`src/sv/cfc_pkg.sv`:
```
// shared types, constants and crc function for the command frame checker
package cfc_pkg;

    // frame layout
    localparam int FRAME_BYTES = 16;
    localparam int POS_W       = $clog2(FRAME_BYTES);
    localparam logic [POS_W-1:0] LAST_POS    = POS_W'(FRAME_BYTES - 1);
    localparam logic [POS_W-1:0] CRC_END_POS = POS_W'(14);
    localparam logic [POS_W-1:0] HEAD_POS    = POS_W'(0);
    localparam logic [POS_W-1:0] CMD_POS     = POS_W'(1);
    localparam logic [POS_W-1:0] VAL_POS     = POS_W'(2);

    localparam int NUM_VALUES = 6;
    localparam int VIDX_W     = $clog2(NUM_VALUES);

    // command codes
    localparam logic [7:0] CMD_JOINT = 8'h00;
    localparam logic [7:0] CMD_POSE  = 8'h01;
    localparam logic [7:0] CMD_STOP  = 8'hFF;

    // crc-16, msb first
    localparam logic [15:0] CRC_POLY = 16'h1021;

    // configuration registers
    localparam int CFG_IDX_W = 8;
    localparam logic [CFG_IDX_W-1:0] CFG_EXP_HEADER = CFG_IDX_W'(0);
    localparam logic [CFG_IDX_W-1:0] CFG_CRC_SEED   = CFG_IDX_W'(1);
    localparam logic [7:0]  EXP_HEADER_RST = 8'hAA;
    localparam logic [15:0] CRC_SEED_RST   = 16'hFFFF;

    // queue depths
    localparam int MID_DEPTH_DEF = 2;
    localparam int RES_DEPTH_DEF = 2;

    // byte role within a frame
    typedef enum logic [2:0] {
        K_HEAD,
        K_CMD,
        K_VAL_HI,
        K_VAL_LO,
        K_CRC_HI,
        K_CRC_LO
    } t_kind;

    typedef enum logic [2:0] {
        ACT_CRC_ERR = 3'd0,
        ACT_JOINT   = 3'd1,
        ACT_POSE    = 3'd2,
        ACT_STOP    = 3'd3,
        ACT_UNKNOWN = 3'd4
    } t_action;

    // classified byte passed from front to back
    typedef struct packed {
        t_kind             kind;
        logic [VIDX_W-1:0] vidx;
        logic              hdr_match;
        logic [7:0]        data;
    } t_mid;

    // one frame result
    typedef struct packed {
        logic                        header_ok;
        logic                        crc_ok;
        t_action                     action;
        logic [NUM_VALUES-1:0][15:0] values;
    } t_res;

    // feed one byte into the crc register
    function automatic logic [15:0] crc_feed(input logic [15:0] crc, input logic [7:0] b);
        logic [15:0] r;
        r = crc ^ {b, 8'h00};
        for (int k = 0; k < 8; k++) begin
            r = r[15] ? ({r[14:0], 1'b0} ^ CRC_POLY) : {r[14:0], 1'b0};
        end
        return r;
    endfunction

endpackage

```
`src/sv/cfc_back.sv`:
```
// back stage: crc update, value capture and result building
module cfc_back (
    input  logic          i_clk,
    input  logic          i_rst_n,
    input  logic [15:0]   i_crc_seed,
    input  logic          i_mid_empty,
    input  cfc_pkg::t_mid i_mid_item,
    output logic          o_mid_pop,
    input  logic          i_res_full,
    output logic          o_res_push,
    output cfc_pkg::t_res o_res
);
    import cfc_pkg::*;

    logic [15:0] r_crc, n_crc;
    logic        r_hdr_ok;
    logic [7:0]  r_cmd;
    logic [7:0]  r_crc_hi;
    logic [15:0] r_val [NUM_VALUES];
    logic        take;
    logic        good;
    logic [15:0] crc_in;

    // stall only a frame end that has nowhere to go
    assign o_mid_pop  = !i_mid_empty && (i_mid_item.kind != K_CRC_LO || !i_res_full);
    assign take       = o_mid_pop;
    assign o_res_push = take && i_mid_item.kind == K_CRC_LO;

    // crc runs over every byte before the crc field
    assign crc_in = (i_mid_item.kind == K_HEAD) ? i_crc_seed : r_crc;
    always_comb begin
        n_crc = r_crc;
        if (take && i_mid_item.kind != K_CRC_HI && i_mid_item.kind != K_CRC_LO) begin
            n_crc = crc_feed(crc_in, i_mid_item.data);
        end
    end

    // result fields
    assign good = ({r_crc_hi, i_mid_item.data} == r_crc);
    always_comb begin
        o_res.header_ok = r_hdr_ok;
        o_res.crc_ok    = good;
        if (r_cmd == CMD_STOP) begin
            o_res.action = ACT_STOP;
        end else if (!good) begin
            o_res.action = ACT_CRC_ERR;
        end else if (r_cmd == CMD_JOINT) begin
            o_res.action = ACT_JOINT;
        end else if (r_cmd == CMD_POSE) begin
            o_res.action = ACT_POSE;
        end else begin
            o_res.action = ACT_UNKNOWN;
        end
        for (int i = 0; i < NUM_VALUES; i++) begin
            o_res.values[i] = r_val[i];
        end
    end

    // frame control state
    always_ff @(posedge i_clk) begin
        if (!i_rst_n) begin
            r_crc    <= CRC_SEED_RST;
            r_hdr_ok <= 1'b0;
            r_cmd    <= '0;
            r_crc_hi <= '0;
        end else begin
            r_crc <= n_crc;
            if (take) begin
                case (i_mid_item.kind)
                    K_HEAD:   r_hdr_ok <= i_mid_item.hdr_match;
                    K_CMD:    r_cmd    <= i_mid_item.data;
                    K_CRC_HI: r_crc_hi <= i_mid_item.data;
                    default: ;
                endcase
            end
        end
    end

    // value store, big-endian halves
    always_ff @(posedge i_clk) begin
        if (take && i_mid_item.kind == K_VAL_HI) begin
            r_val[i_mid_item.vidx][15:8] <= i_mid_item.data;
        end
        if (take && i_mid_item.kind == K_VAL_LO) begin
            r_val[i_mid_item.vidx][7:0] <= i_mid_item.data;
        end
    end

    // stop wins over a crc failure
    a_stop_action: assert property (@(posedge i_clk) disable iff (!i_rst_n)
        o_res_push |-> ((r_cmd == CMD_STOP) == (o_res.action == ACT_STOP)))
        else $error("stop command not reported as stop");

    // a bad crc on other commands gives the crc error action
    a_crc_err_action: assert property (@(posedge i_clk) disable iff (!i_rst_n)
        (o_res_push && !o_res.crc_ok && r_cmd != CMD_STOP) |-> (o_res.action == ACT_CRC_ERR))
        else $error("bad crc not flagged");

endmodule

```
`config.mk`:
```
export PLATFORM = sky130hd
export DESIGN_NAME = cfc_back
export DESIGN_NICKNAME = d
export VERILOG_FILES = /design/src/sv/cfc_pkg.sv /design/src/sv/cfc_back.sv
export SDC_FILE = /design/constraint.sdc
export NUM_CORES = 1
export LEC_CHECK = 0
export ABC_AREA = 1
export BUFFER_PORTS_ARGS = -buffer_cell sky130_fd_sc_hd__buf_2
export CORE_AREA = 2 2 118 120
export DETAILED_ROUTE_END_ITERATION = 8
export DIE_AREA = 0 0 120 122
export PLACE_DENSITY = 0.62
export RECOVER_POWER = 50
export SLEW_MARGIN = 20
export SYNTH_ARGS = -nofsm -noshare
export SYNTH_HDL_FRONTEND = slang
export SYNTH_SLANG_ARGS = --single-unit
```
`constraint.sdc`:
```
create_clock -name i_clk -period 2.15 [get_ports i_clk]
set_clock_uncertainty 0.1 [all_clocks]
set_input_delay 0.43 -clock i_clk [delete_from_list [all_inputs] [get_ports i_clk]]
set_output_delay 0.43 -clock i_clk [all_outputs]
set_load 0.03 [all_outputs]
```
After elaboration in Yosys (flattened, before gate mapping)
Memories as Yosys holds them, arrays and structs flattened.
Cells that the tools add are included.

storage, ports and cells
  memory bits (read-only) = 0
  bits in latches = 0
  output and inout bits = 103
  RAM bits = 96
  register bits = 33
  memories kept = 1

operators by class
  order comparisons = 0
  multiply operators = 0
  mux-type cells = 17
  equality and inequality tests = 10
  shift-type cells = 0
  add/subtract/negate cells = 0
  divide/modulo/power cells = 0
  reductions and logical operators = 14
  bitwise gates (word level) = 9

memory list
  memory  depth  bits a word  read ports  clocked after memory_dff  wr ports  line            text
  r_val   6      16           6           0                         1         cfc_back.sv:19  logic [15:0] r_val [NUM_VALUES];

operator list
  operator                                                          count
  13-bit 2-to-1 mux                                                 8
  3-bit NOT                                                         8
  16-bit == test                                                    1
  16-bit 2-to-1 mux                                                 1
  16-bit bitwise XOR                                                1
  3-bit 2-to-1 mux                                                  4
  8-bit by 1-bit == test with 1-bit output (second input constant)  1
  8-bit == test (second input constant)                             1
  8-bit zero test                                                   1
  3-bit by 2-bit == test with 1-bit output (second input constant)  2
  3-bit == test (second input constant)                             2
  1-bit logical AND                                                 6
  3-bit != test (second input constant)                             2
  2-bit AND reduction                                               3
  1-bit 2-to-1 mux                                                  4
  3-bit by 1-bit == test with 1-bit output (second input constant)  1
  3-bit zero test                                                   1
  1-bit zero test                                                   2
  1-bit logical OR                                                  1

Depth between registers and ports, before layout
  word-level depth = 19
  depth in mapped cells = 12

Worst setup path before layout
OpenSTA, ideal clock, no wires.

  kind = input to output
  from = input i_mid_item[14] (netlist bit)
  to = output o_res_push
  slack = 0.004 ns
  stages = 3
  arrival time = 1.616 ns
  path through = inv_2 -> buf_2 -> nor4_1

between the ends
  longest elaborated chain between the ends = 4
  elaborated cells between the ends (all ways) = 5

RTL lines
  what                   line            text
  from (decl)            cfc_back.sv:7   input cfc_pkg::t_mid i_mid_item,
  3-bit != test          cfc_back.sv:25  assign o_mid_pop = !i_mid_empty && (i_mid_item.kind != K_CRC_LO || !i_res_full);
  1-bit logical OR       cfc_back.sv:25
  1-bit logical AND      cfc_back.sv:25
  1-bit logical AND (*)  cfc_back.sv:27  assign o_res_push = take && i_mid_item.kind == K_CRC_LO;
  to (decl)              cfc_back.sv:10  output logic o_res_push,

Every way passes the cells marked *; elsewhere a longest branch is shown, timed or not.

==> run metrics <==
largest family of logic cells by synthesized area simple AND/OR/NAND/NOR gates; Crit path max-delay family simple AND/OR/NAND/NOR gates; Distinct cells, synth 30; via count of the first global-routing pass 4,011; core box area about 14,000 sq um; FF+latch area ~3600 sq um; Nets a little over 700; DRT iter0 DRCs ~330; Layout Cells excl Fill 864; CTS root buffer clkbuf_16; Hold Buf Count CTS 0; Gate Count Post-Synth about 480; failing checks setup timing; drt total wl roughly 15,000 um; IO buf count roughly 140; FMAX about 430 MHz; met2 Use GR about a third; post-route ant nets 0; die area about 15,000 sq um; critical path launch point type register; grt total ovfl 0; initial antenna violation count 1; reg2reg end r_crc[14]$_SDFFE_PN1P_; max-cap violations 0; largest net degree at the start of global routing 20; Final Util 51.1%; worst skew pair latency 0.41 ns; FF-to-FF setup slack approximately 0.72 ns; Worst Hold Class input pin to register; LEAKAGE roughly 0.0028 uW; Post-Place Cells 830; Mapped Nets 518; FILL cells ~1,200; Worst EP arrival 1.78 ns; Avg Inst Size Synth ~11 sq um; CTS tree yes; Worst R2R Path Depth 10; Final setup viols 4; M3 GR Usage ~5.7%; outcome finished, violations left; Simple-Gate Fraction of Synth Area approximately a fifth; Peak supply drop around 530 uV; via count between 4,000 and 5,000; Initial Utilization 38.6%; unrepaired setup endpoints after global routing true; most frequent CP cell buf_4; logic depth of the worst path, buffers included 8; Fin. Hold Viols 0; synthesized-area fraction occupied by adder cells 0%; worst path bufs/invs 3; cts bufs inserted 17; Crit path largest cell delay around 0.35 ns; Die Span X 120 um; Critical Path End o_res[98]; XOR/XNOR Fraction of Synth Area 1.01%; slew margin rel. between 30% and 40%; vias per cell between 4 and 5; Critical Path End Type output pin; H-tree lvl count 4; area grow syn2layout 32.4%; Die H approximately 120 um; Core Rows 43; CP startpoint r_crc[5]$_SDFFE_PN1P_; worst setup path class register to output pin; share of cells above drive strength 1 roughly 25%; post-synthesis register bit count between 100 and 150; cell area after synthesis about 5200 sq um; dpl hpwl around 11,000 um; Reg clk slew, reported paths about 0.06 ns; diodes inserted 0; Worst Path Max Fanout 3; CP Data Required Time 1.62 ns; Seq/Total Area, Yosys between 60 and 70%; IO Pins around 140; mux share of post-synthesis cell area 0.384%; Longest Clk Path Bufs 2; worst setup margin -0.162 ns; most used routing layer in global routing met2; min Tclk post-route between 2 and 2.5 ns; clock sinks ~130; GR Util All Layers 20.4%; Pins Over Slew Limit 0; first-pass GRT wire length between 20,000 and 25,000 um; Least-Margin Pin Slew 0.996 ns; met1 GRT Util 26.2%; reg2reg start r_crc[14]$_SDFFE_PN1P_; Slowest cell on crit path dfxtp_2; Ys Warns 0; DRC 0; multi-input logic area between 1000 and 1500 sq um; gpl congestion approximately 0.86; critical path, cell by cell inv_2 -> nand2_1 -> nand4_1 -> nor4_2 -> buf_4 -> nand2_2 -> nor2_1 -> buf_4; first drt pass iteration count 5; Power Dens Cells 881 nW/um^2; final worst-path cycle share 108%; Synth Area in Compound Gates 5.74%; Pwr Total 6080 uW; WL/cell approximately 17 um
## stage by stage
| stage | worst slack (ns) | TNS [ns] | cell area [sq um] | hold WS, ns |
|---|---|---|---|---|
| floorplan | 0.00440 | 0 | 5210 | 0.339 |
| global placement | -0.0867 | -0.196 | 6350 | 0.346 |
| detailed placement | -0.0683 | -0.202 | 6350 | 0.362 |
| CTS | -0.147 | -0.513 | 7000 | 0.192 |
| global route | -0.282 | -1.16 | 6900 | 0.207 |
| finish | -0.162 | -0.563 | 6900 | 0.193 |
## timing repair
action                                 CTS  global route
pin swaps                                4             3
cloned                                   0             0
setup buffers                            1             2
setup endpoints to repair                4             4
endpoints found under the hold margin    0             0
gates resized for setup                 22             7
## worst reg2reg max path, delay by kind of cell (launching register included)
family | cells | cell delay, ns
buffers and inverters | 2 | 0.17
AND/OR/NAND/NOR | 8 | 0.73
flip-flops | 1 | 0.32
## placed cells by master (no fill, tap or decap), types with 4 or more instances in the layout
cell,instances
nand4_1,6
dfxtp_2,8
clkbuf_1,76
clkbuf_16,17
buf_4,35
dfxtp_1,24
inv_2,9
buf_2,68
a21oi_1,32
nand2_2,4
edfxtp_1,96
inv_1,47
nand2_1,106
o21ai_1,9
nor4_1,4
nand3_1,64
nor2_1,23
o21ai_0,14
clkinvlp_4,4
## flip-flops by register name (all words and copies together) (netlist names)
register / cells
r_hdr_ok: 1
r_val: 96
r_crc: 16
r_crc_hi: 8
r_cmd: 8
## routing by layer
layer	up-vias	part of all wire, %
li1	2034	-
met3	22	8.1
met1	1976	43
met2	216	46
met5	-	0.090
met4	2	2.2
## Yosys cell counts
master / count / area, sq um
nand2_1: 107 / 402
edfxtp_1: 96 / 2880
nand3_1: 65 / 325
inv_1: 50 / 188
dfxtp_1: 33 / 661
a21oi_1: 32 / 160
nor2_1: 23 / 86.3
o21ai_0: 14 / 70.1
o21ai_1: 9 / 45.0
inv_2: 6 / 22.5
nand4_1: 6 / 37.5
buf_2: 5 / 25.0
nor4_1: 5 / 31.3
xnor2_1: 4 / 35.0
buf_6: 3 / 33.8
nand2_2: 3 / 18.8
nand3b_1: 3 / 22.5
buf_4: 2 / 15.0
clkbuf_1: 2 / 7.51
mux2i_1: 2 / 20.0
nor2_4: 2 / 22.5
nor3_1: 2 / 10.0
xor2_1: 2 / 17.5
a21oi_4: 1 / 16.3
clkinv_1: 1 / 3.75
nand2_4: 1 / 11.3
nor3_2: 1 / 10.0
nor3_4: 1 / 16.3
o211ai_1: 1 / 7.51
or2_0: 1 / 6.26
## logic make-up (layout without fill, tap and decap cells)
family          count (synthesis)  in the layout
simple gates                  220            220
flops                         129            129
buf+inv                        69            270
compound gates                 57             57
xor+xnor                        6              6
mux                             2              2
## worst min-delay path by stage
stage,startpoint,to,slack (ns),depth (start not counted)
finish,i_mid_item[8],r_hdr_ok$_SDFFE_PN0P_,0.19,3
global route,i_mid_item[8],r_hdr_ok$_SDFFE_PN0P_,0.21,3
CTS,i_mid_item[8],r_hdr_ok$_SDFFE_PN0P_,0.19,3
detailed placement,r_crc_hi[7]$_SDFFE_PN0P_,r_crc_hi[7]$_SDFFE_PN0P_,0.36,2
global placement,r_hdr_ok$_SDFFE_PN0P_,r_hdr_ok$_SDFFE_PN0P_,0.35,2
floorplan,r_hdr_ok$_SDFFE_PN0P_,r_hdr_ok$_SDFFE_PN0P_,0.34,2
## cell type report
type                    count  area share (%)
inverters                  57            3.10
clock buffers              17            6.17
multi-input cells         285            20.5
flip-flops and latches    129            51.6
clock inverters            14            2.07
repair buffers            182            13.4
well taps                 180            3.26
## where the power goes
group | switching [uW] | internal, uW | total [uW] | leakage, uW
combinational | 384 | 198 | 582 | 0.00143
clock | 1030 | 1690 | 2720 | 0.000266
sequential | 43.7 | 2730 | 2770 | 0.00113
No activity file was read; power rests on OpenSTA's default activity.
